`src/rtl/pest_pkg.sv`:
```
`default_nettype none
package pest_pkg;

  localparam int TABLE_ENTRIES = 16;
  localparam int DATA_W = 32;
  localparam int IDX_W = (TABLE_ENTRIES > 1) ? $clog2(TABLE_ENTRIES) : 1;
  localparam int CNT_W = $clog2(TABLE_ENTRIES + 1);
  localparam int BIT_CNT_W = $clog2(DATA_W);

  localparam logic [1:0] CMD_TICK = 2'd0;
  localparam logic [1:0] CMD_SCHED = 2'd1;
  localparam logic [1:0] CMD_UNSCHED = 2'd2;

  localparam logic [2:0] ST_OK = 3'd0;
  localparam logic [2:0] ST_DUP = 3'd1;
  localparam logic [2:0] ST_END_BEFORE_START = 3'd2;
  localparam logic [2:0] ST_SPACING_RANGE = 3'd3;
  localparam logic [2:0] ST_NOT_FOUND = 3'd4;
  localparam logic [2:0] ST_FULL = 3'd5;

  typedef struct packed {
    logic [DATA_W-1:0] id;
    logic [DATA_W-1:0] start;
    logic [DATA_W-1:0] stop;
    logic [DATA_W-1:0] spacing;
  } entry_t;

  typedef struct packed {
    logic done;
    logic rem_zero;
  } mod_res_t;

  typedef enum logic [2:0] {
    S_IDLE,
    S_READ,
    S_EVAL,
    S_DIV,
    S_UPDATE,
    S_FINISH
  } state_t;

endpackage
`default_nettype wire

```
`src/rtl/pest_if.sv`:
```
`default_nettype none
interface pest_in_if;
  logic        valid;
  logic        ready;
  logic [1:0]  cmd;
  logic [31:0] block_height;
  logic [31:0] start_block;
  logic [31:0] end_block;
  logic [31:0] spacing;
  logic [31:0] request_id;
  modport source (output valid, cmd, block_height, start_block, end_block, spacing,
                  request_id, input ready);
  modport sink (input valid, cmd, block_height, start_block, end_block, spacing,
                request_id, output ready);
endinterface

interface pest_out_if;
  logic        valid;
  logic        ready;
  logic [2:0]  status;
  logic [31:0] result_id;
  logic        fired;
  logic [31:0] out_spacing;
  logic [31:0] out_start;
  logic [31:0] out_end;
  logic        table_changed;
  modport source (output valid, status, result_id, fired, out_spacing, out_start, out_end,
                  table_changed, input ready);
  modport sink (input valid, status, result_id, fired, out_spacing, out_start, out_end,
                table_changed, output ready);
endinterface
`default_nettype wire

```
`src/rtl/pest_ram.sv`:
```
`default_nettype none
module pest_ram #(
  parameter int WIDTH = 8,
  parameter int DEPTH = 16
) (
  input  wire logic                        clk,
  input  wire logic                        we,
  input  wire logic [$clog2(DEPTH > 1 ? DEPTH : 2)-1:0] waddr,
  input  wire logic [WIDTH-1:0]            wdata,
  input  wire logic [$clog2(DEPTH > 1 ? DEPTH : 2)-1:0] raddr,
  output logic      [WIDTH-1:0]            rdata
);
  logic [WIDTH-1:0] mem [DEPTH];

  always_ff @(posedge clk) begin
    if (we) begin
      mem[waddr] <= wdata;
    end
    rdata <= mem[raddr];
  end
endmodule
`default_nettype wire

```
`src/rtl/pest_mod.sv`:
```
`default_nettype none
module pest_mod (
  input  wire logic                     clk,
  input  wire logic                     rst_n,
  input  wire logic                     start,
  input  wire logic [pest_pkg::DATA_W-1:0] dividend,
  input  wire logic [pest_pkg::DATA_W-1:0] divisor,
  output pest_pkg::mod_res_t            res
);
  import pest_pkg::*;

  logic [DATA_W-1:0]    rem_r, rem_nxt;
  logic [DATA_W-1:0]    dvd_r;
  logic [DATA_W-1:0]    dsr_r;
  logic [BIT_CNT_W-1:0] cnt_r;
  logic                 busy_r;
  logic                 done_r;
  logic [DATA_W:0]      trial;

  // one quotient bit per cycle, restoring
  always_comb begin
    trial = {rem_r, dvd_r[DATA_W-1]};
    if (trial >= {1'b0, dsr_r}) begin
      rem_nxt = DATA_W'(trial - {1'b0, dsr_r});
    end else begin
      rem_nxt = trial[DATA_W-1:0];
    end
  end

  always_ff @(posedge clk) begin
    if (!rst_n) begin
      busy_r <= 1'b0;
      done_r <= 1'b0;
      cnt_r  <= '0;
    end else begin
      done_r <= 1'b0;
      if (start) begin
        busy_r <= 1'b1;
        cnt_r  <= '0;
      end else if (busy_r) begin
        cnt_r <= cnt_r + 1'b1;
        if (cnt_r == BIT_CNT_W'(DATA_W - 1)) begin
          busy_r <= 1'b0;
          done_r <= 1'b1;
        end
      end
    end
  end

  always_ff @(posedge clk) begin
    if (start) begin
      rem_r <= '0;
      dvd_r <= dividend;
      dsr_r <= divisor;
    end else if (busy_r) begin
      rem_r <= rem_nxt;
      dvd_r <= {dvd_r[DATA_W-2:0], 1'b0};
    end
  end

  assign res.done     = done_r;
  assign res.rem_zero = (rem_r == '0);
endmodule
`default_nettype wire

```
`src/rtl/periodic_event_schedule_table.sv`:
```
`default_nettype none
// periodic event schedule table
// in_chan carries one command per transfer: tick at a block height, schedule a
// request (start, end, spacing) or unschedule by id. out_chan returns exactly one
// result per command: status, id, fired flag, entry fields and table_changed.
// entry fields live in one single-port-write ram with a registered read; valid
// bits and the id counter are flip-flops.
// one command is worked at a time. a schedule or unschedule walks the table slot
// by slot, reading each valid slot, and stops early on a match. a tick visits
// every slot, reads and updates each valid one, and an entry whose due test needs
// a remainder also passes through the serial remainder unit.
// the result sits in an output register until taken; a stalled receiver only
// holds the block off taking the next command. synchronous reset empties the
// table and sets the next id to zero; no clearing pass is needed.
module periodic_event_schedule_table (
  input wire logic clk,
  input wire logic rst_n,
  pest_in_if.sink  in_chan,
  pest_out_if.source out_chan
);
  import pest_pkg::*;

  state_t state_r, state_nxt;

  // latched command
  logic [1:0]        cmd_r;
  logic [DATA_W-1:0] h_r, s_r, e_r, sp_r, id_r;

  // scan position and table control state
  logic [CNT_W-1:0]         idx_r;
  logic [IDX_W-1:0]         idx;
  logic [TABLE_ENTRIES-1:0] valid_r;
  logic [DATA_W-1:0]        next_id_r;

  // current entry under test
  entry_t ent_r;
  logic   due_r;
  logic   hit_r;
  logic   changed_r;
  entry_t win_r;
  logic   win_ok_r;

  // output register
  logic              out_valid_r;
  logic [2:0]        status_r;
  logic [DATA_W-1:0] res_id_r, res_sp_r, res_s_r, res_e_r;
  logic              fired_r, chg_r;

  // ram and remainder unit
  logic             ram_we;
  logic [IDX_W-1:0] ram_waddr;
  entry_t           ram_wdata;
  entry_t           ram_rdata;
  logic             mod_start;
  mod_res_t         mod_res;

  // free slot search
  logic [IDX_W-1:0] free_idx;
  logic             free_any;

  // per-entry tick arithmetic
  logic [DATA_W:0]   h_ext, s1_new, e1;
  logic [DATA_W-1:0] s_new;
  logic              rebase, remove;
  entry_t            rd;
  logic              accept;
  logic              sched_bad_order, sched_bad_range;

  assign idx    = idx_r[IDX_W-1:0];
  assign rd     = ram_rdata;
  assign accept = in_chan.valid && in_chan.ready;

  assign in_chan.ready = (state_r == S_IDLE) && !out_valid_r;

  always_comb begin
    free_idx = '0;
    free_any = 1'b0;
    for (int i = TABLE_ENTRIES - 1; i >= 0; i--) begin
      if (!valid_r[i]) begin
        free_idx = IDX_W'(i);
        free_any = 1'b1;
      end
    end
  end

  // tick update math on the captured entry
  always_comb begin
    h_ext  = {1'b0, h_r};
    rebase = (ent_r.start == '0) && (ent_r.spacing != '0) && (h_r != '0);
    s_new  = rebase ? (h_r - 1'b1) : ent_r.start;
    s1_new = {1'b0, s_new} + 1'b1;
    e1     = {1'b0, ent_r.stop} + 1'b1;
    remove = ((s_new == '0) && (ent_r.spacing == '0)) ||
             ((ent_r.spacing == '0) && (h_ext >= s1_new)) ||
             ((ent_r.stop != '0) && (h_ext >= e1));
  end

  // schedule range checks
  always_comb begin
    sched_bad_order = (e_r != '0) && (s_r > e_r);
    sched_bad_range = (e_r != '0) && (sp_r != '0) &&
                      (({1'b0, s_r} + {1'b0, sp_r}) > {1'b0, e_r});
  end

  // next state
  always_comb begin
    state_nxt = state_r;
    case (state_r)
      S_IDLE: begin
        if (accept) begin
          if (in_chan.cmd == CMD_TICK || in_chan.cmd == CMD_SCHED ||
              in_chan.cmd == CMD_UNSCHED) begin
            state_nxt = S_READ;
          end
        end
      end
      S_READ: begin
        if (idx_r == CNT_W'(TABLE_ENTRIES)) begin
          state_nxt = S_FINISH;
        end else if (valid_r[idx]) begin
          state_nxt = S_EVAL;
        end
      end
      S_EVAL: begin
        case (cmd_r)
          CMD_SCHED: begin
            state_nxt = (rd.spacing == sp_r && rd.start == s_r && rd.stop == e_r) ?
                        S_FINISH : S_READ;
          end
          CMD_UNSCHED: begin
            state_nxt = (rd.id == id_r) ? S_FINISH : S_READ;
          end
          default: begin
            if (rd.start != '0 && rd.spacing != '0 &&
                {1'b0, h_r} >= {1'b0, rd.start} + 1'b1) begin
              state_nxt = S_DIV;
            end else begin
              state_nxt = S_UPDATE;
            end
          end
        endcase
      end
      S_DIV: begin
        if (mod_res.done) begin
          state_nxt = S_UPDATE;
        end
      end
      S_UPDATE: state_nxt = S_READ;
      S_FINISH: state_nxt = S_IDLE;
      default:  state_nxt = S_IDLE;
    endcase
  end

  // ram and unit controls
  always_comb begin
    ram_we    = 1'b0;
    ram_waddr = idx;
    ram_wdata = '{id: ent_r.id, start: s_new, stop: ent_r.stop, spacing: ent_r.spacing};
    mod_start = 1'b0;
    case (state_r)
      S_EVAL: begin
        mod_start = (cmd_r == CMD_TICK) && (state_nxt == S_DIV);
      end
      S_UPDATE: begin
        ram_we = rebase;
      end
      S_FINISH: begin
        if (cmd_r == CMD_SCHED && !hit_r && !sched_bad_order && !sched_bad_range &&
            free_any) begin
          ram_we    = 1'b1;
          ram_waddr = free_idx;
          ram_wdata = '{id: next_id_r, start: s_r, stop: e_r, spacing: sp_r};
        end
      end
      default: begin
        ram_we = 1'b0;
      end
    endcase
  end

  pest_ram #(
    .WIDTH($bits(entry_t)),
    .DEPTH(TABLE_ENTRIES)
  ) u_ram (
    .clk  (clk),
    .we   (ram_we),
    .waddr(ram_waddr),
    .wdata(ram_wdata),
    .raddr(idx),
    .rdata(ram_rdata)
  );

  pest_mod u_mod (
    .clk     (clk),
    .rst_n   (rst_n),
    .start   (mod_start),
    .dividend(DATA_W'(h_r - rd.start - 1'b1)),
    .divisor (rd.spacing),
    .res     (mod_res)
  );

  // control registers
  always_ff @(posedge clk) begin
    if (!rst_n) begin
      state_r     <= S_IDLE;
      valid_r     <= '0;
      next_id_r   <= '0;
      out_valid_r <= 1'b0;
    end else begin
      state_r <= state_nxt;
      if (out_valid_r && out_chan.ready) begin
        out_valid_r <= 1'b0;
      end
      // unknown command answers all zeros at once
      if (state_r == S_IDLE && accept && state_nxt == S_IDLE) begin
        out_valid_r <= 1'b1;
      end
      if (state_r == S_UPDATE && remove) begin
        valid_r[idx] <= 1'b0;
      end
      if (state_r == S_FINISH) begin
        out_valid_r <= 1'b1;
        if (cmd_r == CMD_SCHED && !hit_r && !sched_bad_order && !sched_bad_range &&
            free_any) begin
          valid_r[free_idx] <= 1'b1;
          next_id_r         <= next_id_r + 1'b1;
        end
        if (cmd_r == CMD_UNSCHED && hit_r) begin
          valid_r[idx] <= 1'b0;
        end
      end
    end
  end

  // datapath registers
  always_ff @(posedge clk) begin
    case (state_r)
      S_IDLE: begin
        if (accept) begin
          cmd_r     <= in_chan.cmd;
          h_r       <= in_chan.block_height;
          s_r       <= in_chan.start_block;
          e_r       <= in_chan.end_block;
          sp_r      <= in_chan.spacing;
          id_r      <= in_chan.request_id;
          idx_r     <= '0;
          hit_r     <= 1'b0;
          changed_r <= 1'b0;
          win_ok_r  <= 1'b0;
          status_r  <= ST_OK;
          res_id_r  <= '0;
          fired_r   <= 1'b0;
          res_sp_r  <= '0;
          res_s_r   <= '0;
          res_e_r   <= '0;
          chg_r     <= 1'b0;
        end
      end
      S_READ: begin
        if (idx_r != CNT_W'(TABLE_ENTRIES) && !valid_r[idx]) begin
          idx_r <= idx_r + 1'b1;
        end
      end
      S_EVAL: begin
        ent_r <= rd;
        if (state_nxt == S_FINISH) begin
          hit_r <= 1'b1;
        end else if (cmd_r != CMD_TICK) begin
          idx_r <= idx_r + 1'b1;
        end
        if (rd.start == '0) begin
          due_r <= 1'b1;
        end else if (rd.spacing == '0) begin
          due_r <= ({1'b0, h_r} == {1'b0, rd.start} + 1'b1);
        end else begin
          due_r <= 1'b0;
        end
      end
      S_DIV: begin
        if (mod_res.done) begin
          due_r <= mod_res.rem_zero;
        end
      end
      S_UPDATE: begin
        idx_r <= idx_r + 1'b1;
        if (rebase || remove) begin
          changed_r <= 1'b1;
        end
        // strict compare keeps the lowest slot among equal ids
        if (due_r && (!win_ok_r || ent_r.id < win_r.id)) begin
          win_ok_r <= 1'b1;
          win_r    <= '{id: ent_r.id, start: s_new, stop: ent_r.stop,
                        spacing: ent_r.spacing};
        end
      end
      S_FINISH: begin
        case (cmd_r)
          CMD_TICK: begin
            status_r <= ST_OK;
            chg_r    <= changed_r;
            fired_r  <= win_ok_r;
            if (win_ok_r) begin
              res_id_r <= win_r.id;
              res_sp_r <= win_r.spacing;
              res_s_r  <= win_r.start;
              res_e_r  <= win_r.stop;
            end
          end
          CMD_SCHED: begin
            if (hit_r) begin
              status_r <= ST_DUP;
            end else if (sched_bad_order) begin
              status_r <= ST_END_BEFORE_START;
            end else if (sched_bad_range) begin
              status_r <= ST_SPACING_RANGE;
            end else if (!free_any) begin
              status_r <= ST_FULL;
            end else begin
              status_r <= ST_OK;
              res_id_r <= next_id_r;
              res_sp_r <= sp_r;
              res_s_r  <= s_r;
              res_e_r  <= e_r;
              chg_r    <= 1'b1;
            end
          end
          default: begin
            if (hit_r) begin
              status_r <= ST_OK;
              res_id_r <= id_r;
              res_sp_r <= ent_r.spacing;
              res_s_r  <= ent_r.start;
              res_e_r  <= ent_r.stop;
              chg_r    <= 1'b1;
            end else begin
              status_r <= ST_NOT_FOUND;
            end
          end
        endcase
      end
      default: begin
        due_r <= due_r;
      end
    endcase
  end

  assign out_chan.valid         = out_valid_r;
  assign out_chan.status        = status_r;
  assign out_chan.result_id     = res_id_r;
  assign out_chan.fired         = fired_r;
  assign out_chan.out_spacing   = res_sp_r;
  assign out_chan.out_start     = res_s_r;
  assign out_chan.out_end       = res_e_r;
  assign out_chan.table_changed = chg_r;
endmodule
`default_nettype wire

```
`src/flat_wrapper.sv`:
```
// flat-port wrapper written by rule: the top's interface ports become plain ports
module periodic_event_schedule_table_flat import pest_pkg::*;
  (clk, rst_n, in_chan_valid, in_chan_cmd, in_chan_block_height, in_chan_start_block, in_chan_end_block, in_chan_spacing, in_chan_request_id, in_chan_ready, out_chan_valid, out_chan_status, out_chan_result_id, out_chan_fired, out_chan_out_spacing, out_chan_out_start, out_chan_out_end, out_chan_table_changed, out_chan_ready);
  pest_in_if in_chan_i ();
  pest_out_if out_chan_i ();
  input wire logic clk;
  input wire logic rst_n;
  input wire logic [$bits(in_chan_i.valid)-1:0] in_chan_valid;
  input wire logic [$bits(in_chan_i.cmd)-1:0] in_chan_cmd;
  input wire logic [$bits(in_chan_i.block_height)-1:0] in_chan_block_height;
  input wire logic [$bits(in_chan_i.start_block)-1:0] in_chan_start_block;
  input wire logic [$bits(in_chan_i.end_block)-1:0] in_chan_end_block;
  input wire logic [$bits(in_chan_i.spacing)-1:0] in_chan_spacing;
  input wire logic [$bits(in_chan_i.request_id)-1:0] in_chan_request_id;
  output wire logic [$bits(in_chan_i.ready)-1:0] in_chan_ready;
  output wire logic [$bits(out_chan_i.valid)-1:0] out_chan_valid;
  output wire logic [$bits(out_chan_i.status)-1:0] out_chan_status;
  output wire logic [$bits(out_chan_i.result_id)-1:0] out_chan_result_id;
  output wire logic [$bits(out_chan_i.fired)-1:0] out_chan_fired;
  output wire logic [$bits(out_chan_i.out_spacing)-1:0] out_chan_out_spacing;
  output wire logic [$bits(out_chan_i.out_start)-1:0] out_chan_out_start;
  output wire logic [$bits(out_chan_i.out_end)-1:0] out_chan_out_end;
  output wire logic [$bits(out_chan_i.table_changed)-1:0] out_chan_table_changed;
  input wire logic [$bits(out_chan_i.ready)-1:0] out_chan_ready;
  assign in_chan_i.valid = in_chan_valid;
  assign in_chan_i.cmd = in_chan_cmd;
  assign in_chan_i.block_height = in_chan_block_height;
  assign in_chan_i.start_block = in_chan_start_block;
  assign in_chan_i.end_block = in_chan_end_block;
  assign in_chan_i.spacing = in_chan_spacing;
  assign in_chan_i.request_id = in_chan_request_id;
  assign in_chan_ready = in_chan_i.ready;
  assign out_chan_valid = out_chan_i.valid;
  assign out_chan_status = out_chan_i.status;
  assign out_chan_result_id = out_chan_i.result_id;
  assign out_chan_fired = out_chan_i.fired;
  assign out_chan_out_spacing = out_chan_i.out_spacing;
  assign out_chan_out_start = out_chan_i.out_start;
  assign out_chan_out_end = out_chan_i.out_end;
  assign out_chan_table_changed = out_chan_i.table_changed;
  assign out_chan_i.ready = out_chan_ready;
  periodic_event_schedule_table u_core (.clk(clk), .rst_n(rst_n), .in_chan(in_chan_i), .out_chan(out_chan_i));
endmodule
```
`config.mk`:
```
export PLATFORM = sky130hd
export DESIGN_NAME = periodic_event_schedule_table_flat
export DESIGN_NICKNAME = d
export VERILOG_FILES = /design/src/rtl/pest_pkg.sv /design/src/rtl/pest_if.sv /design/src/rtl/pest_ram.sv /design/src/rtl/pest_mod.sv /design/src/rtl/periodic_event_schedule_table.sv /design/src/flat_wrapper.sv
export SDC_FILE = /design/constraint.sdc
export NUM_CORES = 2
export LEC_CHECK = 0
export BUFFER_PORTS_ARGS = -buffer_cell sky130_fd_sc_hd__buf_2
export CORE_ASPECT_RATIO = 1.25
export CORE_MARGIN = 10
export CORE_UTILIZATION = 60
export DETAILED_ROUTE_END_ITERATION = 6
export PLACE_DENSITY = 0.84
export SETUP_SLACK_MARGIN = 0.5
export SKIP_CTS_REPAIR_TIMING = 1
export SLEW_MARGIN = 20
export SYNTH_ARGS = -nofsm -noshare
export SYNTH_HDL_FRONTEND = slang
export SYNTH_SLANG_ARGS = --single-unit
```
`constraint.sdc`:
```
create_clock -name clk -period 26.1 [get_ports clk]
set_clock_uncertainty 0.1 [all_clocks]
set_input_delay 2.61 -clock clk [delete_from_list [all_inputs] [get_ports clk]]
set_output_delay 2.61 -clock clk [all_outputs]
set_load 0.1 [all_outputs]
```
Word-level counts from Yosys, hierarchy flattened
Memory sizes are Yosys's and may differ from the RTL's. A register that Yosys moved wholly into a read port is not among the register bits. Index checks and enable logic that the tools add are counted.

Memories kept: 1. Register bits after elaboration: 715. Logic and storage cells: 319. RAM bits: 2048. Bits of input ports: 166.

Muxes and demuxes: 141. Reduce and logical (&&, ||, !) cells: 79. Bitwise gates (word level): 6. Add/sub/neg operators: 11. Order comparisons: 11. Eq/ne operators: 34.

Memories: u_core.u_ram.mem (depth 16, bits a word 128, read ports 1, clocked after memory_dff 1, write ports 1, RTL line pest_ram.sv:13) `logic [WIDTH-1:0] mem [DEPTH];`.

Operator list (count): two-way mux 32 bit (29); case mux 32 bit (2 select lines) (8); two-way mux 128 bit (2); nonzero test 32 bit (7); logical NOT 32 bit (6); equality test 32 bit (4); two-way mux 16 bit (7); adder 32 x 1 -> 33 bit, second input constant (3); >= comparator 32 x 33 -> 1 bit (3); two-way mux 4 bit (18); subtractor 32 x 1 -> 32 bit, second input constant (2); subtractor 32 bit (2); two-way mux 1 bit (43); two-way mux 3 bit (14); adder 32 x 32 -> 33 bit (1); equality test 32 x 33 -> 1 bit (1); >= comparator 33 x 32 -> 1 bit (1); greater-than comparator 33 x 32 -> 1 bit (1); adder 32 x 1 -> 32 bit, second input constant (1); bitwise AND 16 bit (2); greater-than comparator 32 bit (1); less-than comparator 32 bit (1); logical AND 1 bit (28); two-way mux 5 bit (4); other kinds (38) (93).

Depth between registers and ports, before layout
Word-level depth: 27. Depth in mapped cells: 31. Depth with buffers taken out: 29.

Modules after synthesis
Synthesis repeated with hierarchy kept, for this count alone.

Cells, all modules: 7329. Area, all modules: 121896.9 sq um.

By module, submodules not included: pest_ram (sequential area each 64061.4 sq um, area an instance 79356.1 sq um, cells each 3365, instances 1); periodic_event_schedule_table (sequential area each 17857.1 sq um, area an instance 36568.8 sq um, cells each 3397, instances 1); pest_mod (sequential area each 2702.6 sq um, area an instance 5972.0 sq um, cells each 567, instances 1).

Worst setup path before layout
No wires, ideal clock.

Path kind: register to register. From: register u_core.sp_r[0]. To: memory u_core.u_ram.mem[0][0] in the netlist's numbering, enable pin. Library setup time: 0.617 ns. Buffers on the path: 2. Data arrival time: 10.756 ns. Cell stages (with the launch flop): 25. Setup slack: 14.627 ns. Cell sequence: edfxtp_1 > ha_1 > fa_1 > a211o_1 > o211ai_1 > a21oi_1 > o211ai_1 > o21ai_0 > a311oi_1 > o21bai_1 > a21oi_1 > xnor2_1 > ha_1 > and3_1 > nand2_1 > nor4_1 > inv_1 > or3_1 > a221oi_1 > o22a_1 > and3_1 > clkbuf_1 > clkbuf_1 > a21oi_1 > nor2_1.

Word-level cells in the longest chain between the ends: 10. Elaborated cells between the ends (all ways): 14. Those cells by class: 1 x add/sub; 1 x order compare; 6 x mux; 6 x reduce/logical.

RTL lines: start, declared (RTL line periodic_event_schedule_table.sv:27) `logic [DATA_W-1:0] h_r, s_r, e_r, sp_r, id_r;`; start signal, assigned (RTL line periodic_event_schedule_table.sv:244) `sp_r <= in_chan.spacing;`; adder 32 x 32 -> 33 bit or nonzero test 32 bit (tied branches) (RTL line periodic_event_schedule_table.sv:102, periodic_event_schedule_table.sv:101); greater-than comparator 33 x 32 -> 1 bit or logical AND 1 bit (tied branches) (RTL line periodic_event_schedule_table.sv:102, periodic_event_schedule_table.sv:101); logical AND 1 bit * (RTL line periodic_event_schedule_table.sv:101) `sched_bad_range = (e_r != '0) && (sp_r != '0) &&`; logical NOT 1 bit * (RTL line periodic_event_schedule_table.sv:168) `if (cmd_r == CMD_SCHED && !hit_r && !sched_bad_order && !sched_bad_range &&`; logical AND 1 bit * (2 in a row) (RTL line periodic_event_schedule_table.sv:168); two-way mux 1 bit (RTL line periodic_event_schedule_table.sv:168); case mux 1 bit (2 select lines) (RTL line periodic_event_schedule_table.sv:160) `case (state_r)`; two-way mux 1 bit (RTL line pest_ram.sv:16) `if (we) begin`; two-way mux 1 bit (implied by the code) (RTL line pest_ram.sv:17) `mem[waddr] <= wdata;`; end, declared (RTL line pest_ram.sv:13).

Every way passes the cells marked *; elsewhere a longest branch is shown, timed or not.

Final worst setup path
From: register u_core.sp_r[0]. To: memory u_core.u_ram.mem[10][30] in the netlist's numbering, enable pin.

Same word-level chain as after synthesis.

==> flow_metrics.tcl <==
set metrics [dict create \
    clockRootBuffer "clkbuf_16" \
    drt-initial-drc-count 13023 \
    nFillCells 12231 \
    core_area_um2 201000 \
    hold_class "reg -> reg" \
    io_pins 301 \
    final_max_slew_viol_count 0 \
    fin_ws_ns 15.46 \
    peakVddDrop_mv 0.0785 \
    path_class "reg -> reg" \
    p_leak_nw 46.0 \
    hpwl_mm 250 \
    finalSetupTns_ns 0 \
    start_kind "flip-flop" \
    maxSlewHeadroom_pct 13.7 \
    worstSetupEndpointType "flip-flop" \
    final_layout_size_suffix_gt1_share_pct 20.8 \
    rsz0062_at_grt "false" \
    grt_usage_pct 35.8 \
    chipHeight_um 522 \
    clk_pin_slew_ns 0.07 \
    wirelength_mm 400 \
    antenna_found_initial 67 \
    routabilityCongestion 1.04 \
    vias 74825 \
    crit_fanout 48 \
    grt.overflow.total 0 \
    dieArea_um2 220000 \
    timing.hold.ws_ns 0.355 \
    syn_area_per_cell_um2 17.1 \
    drc 0 \
    cts-htree-levels 5 \
    synthArstFlopShare_pct 0 \
    clock_path_buffers 4 \
    final_util_pct 67.6 \
    syn_inst 7093 \
    grt_max_degree 150 \
    wl_per_cell_um 38.2 \
    area_growth_pct 12.2 \
    power.density_nw_per_um2 83.3 \
    vias_per_cell 7.15 \
    final_nets 8018 \
    drv_cap 0 \
    setup_viol 0 \
    worstSkewPairLatency_ns 0.98 \
    ys_seq_area_share_pct 69.9 \
    std_cell_rows 184 \
    stdcell_count 10472 \
    crit_required_ns 26.52 \
    grt_first_pass_wirelength_mm 560 \
    min_period_ns 10.64 \
    fmax_mhz 94.0 \
    cts_buffers 287 \
    cts_tree "built" \
    detail-route-antenna-nets 0 \
    die_w_um 422 \
    firstDrtPassIters 7 \
    synth.distinct_cells 89 \
    pre_cts_ws_ns 15.82 \
    dp.cells 9949 \
    outcome "finished, final reports clean" \
    ys.flop_type "edfxtp_1" \
    synth_area_um2 121000 \
    cts_sinks 2891 \
    synth-seq-cells 2891 \
    min_period_over_period_pct 40.8 \
    cp.arrival_ns 11.06 \
    synth_edf_count 2672 \
    hold_viol_final 0 \
    initial_core_util_pct 60.3 \
    synthesis.nets 7565 \
    yosys_warnings 0 \
    grt_pass1_vias 72550 \
    tightestPinTransition_ns 1.29 \
    portBuffers 300 \
]
-- metal layers --
layer	wire length, um	vias to the layer above	track usage, %
li1	-	29217	-
met1	133000	37403	45.3
met2	182000	6673	54.4
met3	53800	1448	11.4
met4	30900	84	21.7
met5	572	-	0.476
-- kinds of logic after synthesis --
family | after synthesis | share of synthesized area (%)
buffers and inverters | 533 | 1.67
AO/OA/AOI/OAI | 1002 | 5.30
adder cells (fa/ha/maj) | 306 | 3.18
XOR/XNOR | 308 | 2.23
multiplexers | 685 | 12.3
flip-flops | 2891 | 69.9
AND/OR/NAND/NOR | 1368 | 5.46
-- stage by stage --
| stage | cell area [um2] | total power [mW] |
|---|---|---|
| final | 136000 | 11.3 |
| after global routing | 136000 | 11.6 |
| after CTS | 136000 | 11.3 |
| after detailed placement | 126000 | 7.16 |
| after global placement | 126000 | 7.14 |
| after floorplan | 121000 | 6.53 |
-- worst max-delay path, stage by stage, from the launching register on --
cell      delay (ns)
edfxtp_1        0.49
ha_1            0.28
fa_1            0.42
a211o_1         0.32
o211ai_1        0.13
a21oi_1         0.19
o211ai_1        0.48
o21ai_0         0.38
a311oi_1        0.77
o21bai_1        0.12
a21oi_1         0.20
xnor2_1         0.09
ha_1            0.30
and3_1          0.19
nand2_1         0.06
nor4_1          0.34
inv_1           0.09
or3_1           0.38
a221oi_1        0.45
o22a_1          0.52
nand3_4         0.71
mux2i_1         0.50
nor2_4          0.19
buf_4           0.60
buf_4           0.92
buf_4           0.80
-- cells in the final DEF, fill, tap and decap left out, drive strengths merged, types with 15 or more instances in the layout --
cell type  synthesis  routed
edfxtp          2672    2672
mux4             645     645
nand2            555     555
buf               83     473
clkbuf           226     388
a21oi            324     324
ha               303     303
nor2             233     233
inv              222     230
dfxtp            219     219
xnor2            185     185
o21ai            176     176
a22oi            133     133
xor2             123     123
nor4             110     110
nand4            108     108
a21o              98      98
nand3             77      77
clkinv             2      69
nor3              60      60
and3              44      44
nand2b            40      40
mux2i             38      38
nor2b             29      29
o211ai            27      27
a31oi             25      25
bufinv             0      25
a211oi            23      23
o21bai            22      22
a221oi            22      22
or4               22      22
o31ai             21      21
o21a              21      21
and2              20      20
diode              0      17
o22ai             16      16
and4              16      16
or2               15      15
-- cell type report --
class / count / area [um2] / share of cell area, %
flip-flops and latches: 2891 / 84600 / 62.3
inverters: 224 / 848 / 0.624
repair buffers: 473 / 3010 / 2.22
clock inverters: 113 / 1260 / 0.929
diodes: 17 / 42.5 / 0.0313
multi-input cells: 3669 / 34800 / 25.6
well taps: 2697 / 3370 / 2.48
clock buffers: 388 / 7960 / 5.85
-- where the power goes --
group / switching, mW / leakage [nW] / internal (mW)
combinational: 1.04 / 15.5 / 0.678
sequential: 0.291 / 26.0 / 5.16
clock: 1.77 / 4.48 / 2.39
total: 3.10 / 46.0 / 8.23
-- state kept, by name, summed over array words and instances, names as in the netlist, 3 cells and up --
| signal | count |
|---|---|
| u_core.u_ram.mem | 2048 |
| u_core.ent_r | 128 |
| u_core.u_ram.rdata | 128 |
| u_core.win_r | 128 |
| u_core.e_r | 32 |
| u_core.h_r | 32 |
| u_core.id_r | 32 |
| u_core.next_id_r | 32 |
| u_core.out_chan.out_end | 32 |
| u_core.out_chan.out_spacing | 32 |
| u_core.out_chan.out_start | 32 |
| u_core.out_chan.result_id | 32 |
| u_core.s_r | 32 |
| u_core.sp_r | 32 |
| u_core.u_mod.dsr_r | 32 |
| u_core.u_mod.dvd_r | 32 |
| u_core.u_mod.rem_r | 32 |
| u_core.valid_r | 16 |
| u_core.idx_r | 5 |
| u_core.u_mod.cnt_r | 5 |
| u_core.out_chan.status | 3 |
| u_core.state_r | 3 |
-- worst paths after layout --
kind / slack [ns] / from / cells after the start / to
setup reg to reg: 15.46 / u_core.sp_r[0] / 25 / u_core.u_ram.mem[10][30]
setup / recovery: 15.46 / u_core.sp_r[0] / 25 / u_core.u_ram.mem[10][30]
hold reg to reg: 0.35 / u_core.u_ram.rdata[126] / 0 / u_core.ent_r[126]
hold / removal: 0.35 / u_core.u_ram.rdata[126] / 0 / u_core.ent_r[126]
-- cells in the mapped netlist, types with 22 or more instances --
master / number / share of area (%)
nor2b_1: 29 / 0.15
nand4_1: 107 / 0.55
buf_1: 74 / 0.23
and3_1: 44 / 0.23
inv_1: 222 / 0.69
nand3_1: 77 / 0.32
mux2i_1: 38 / 0.31
nand2_1: 555 / 1.7
clkbuf_1: 226 / 0.70
a221oi_1: 22 / 0.16
o21ai_0: 174 / 0.72
o21bai_1: 22 / 0.14
a21o_1: 97 / 0.60
o211ai_1: 26 / 0.16
ha_1: 303 / 3.1
mux4_2: 645 / 12
a21oi_1: 323 / 1.3
a211oi_1: 23 / 0.14
edfxtp_1: 2672 / 66
xnor2_1: 185 / 1.3
a31oi_1: 25 / 0.13
nor2_1: 233 / 0.72
nor3_1: 59 / 0.24
a22oi_1: 133 / 0.82
nor4_1: 108 / 0.56
xor2_1: 123 / 0.89
nand2b_1: 40 / 0.21
dfxtp_1: 219 / 3.6
(Power assumes the default switching activity.)
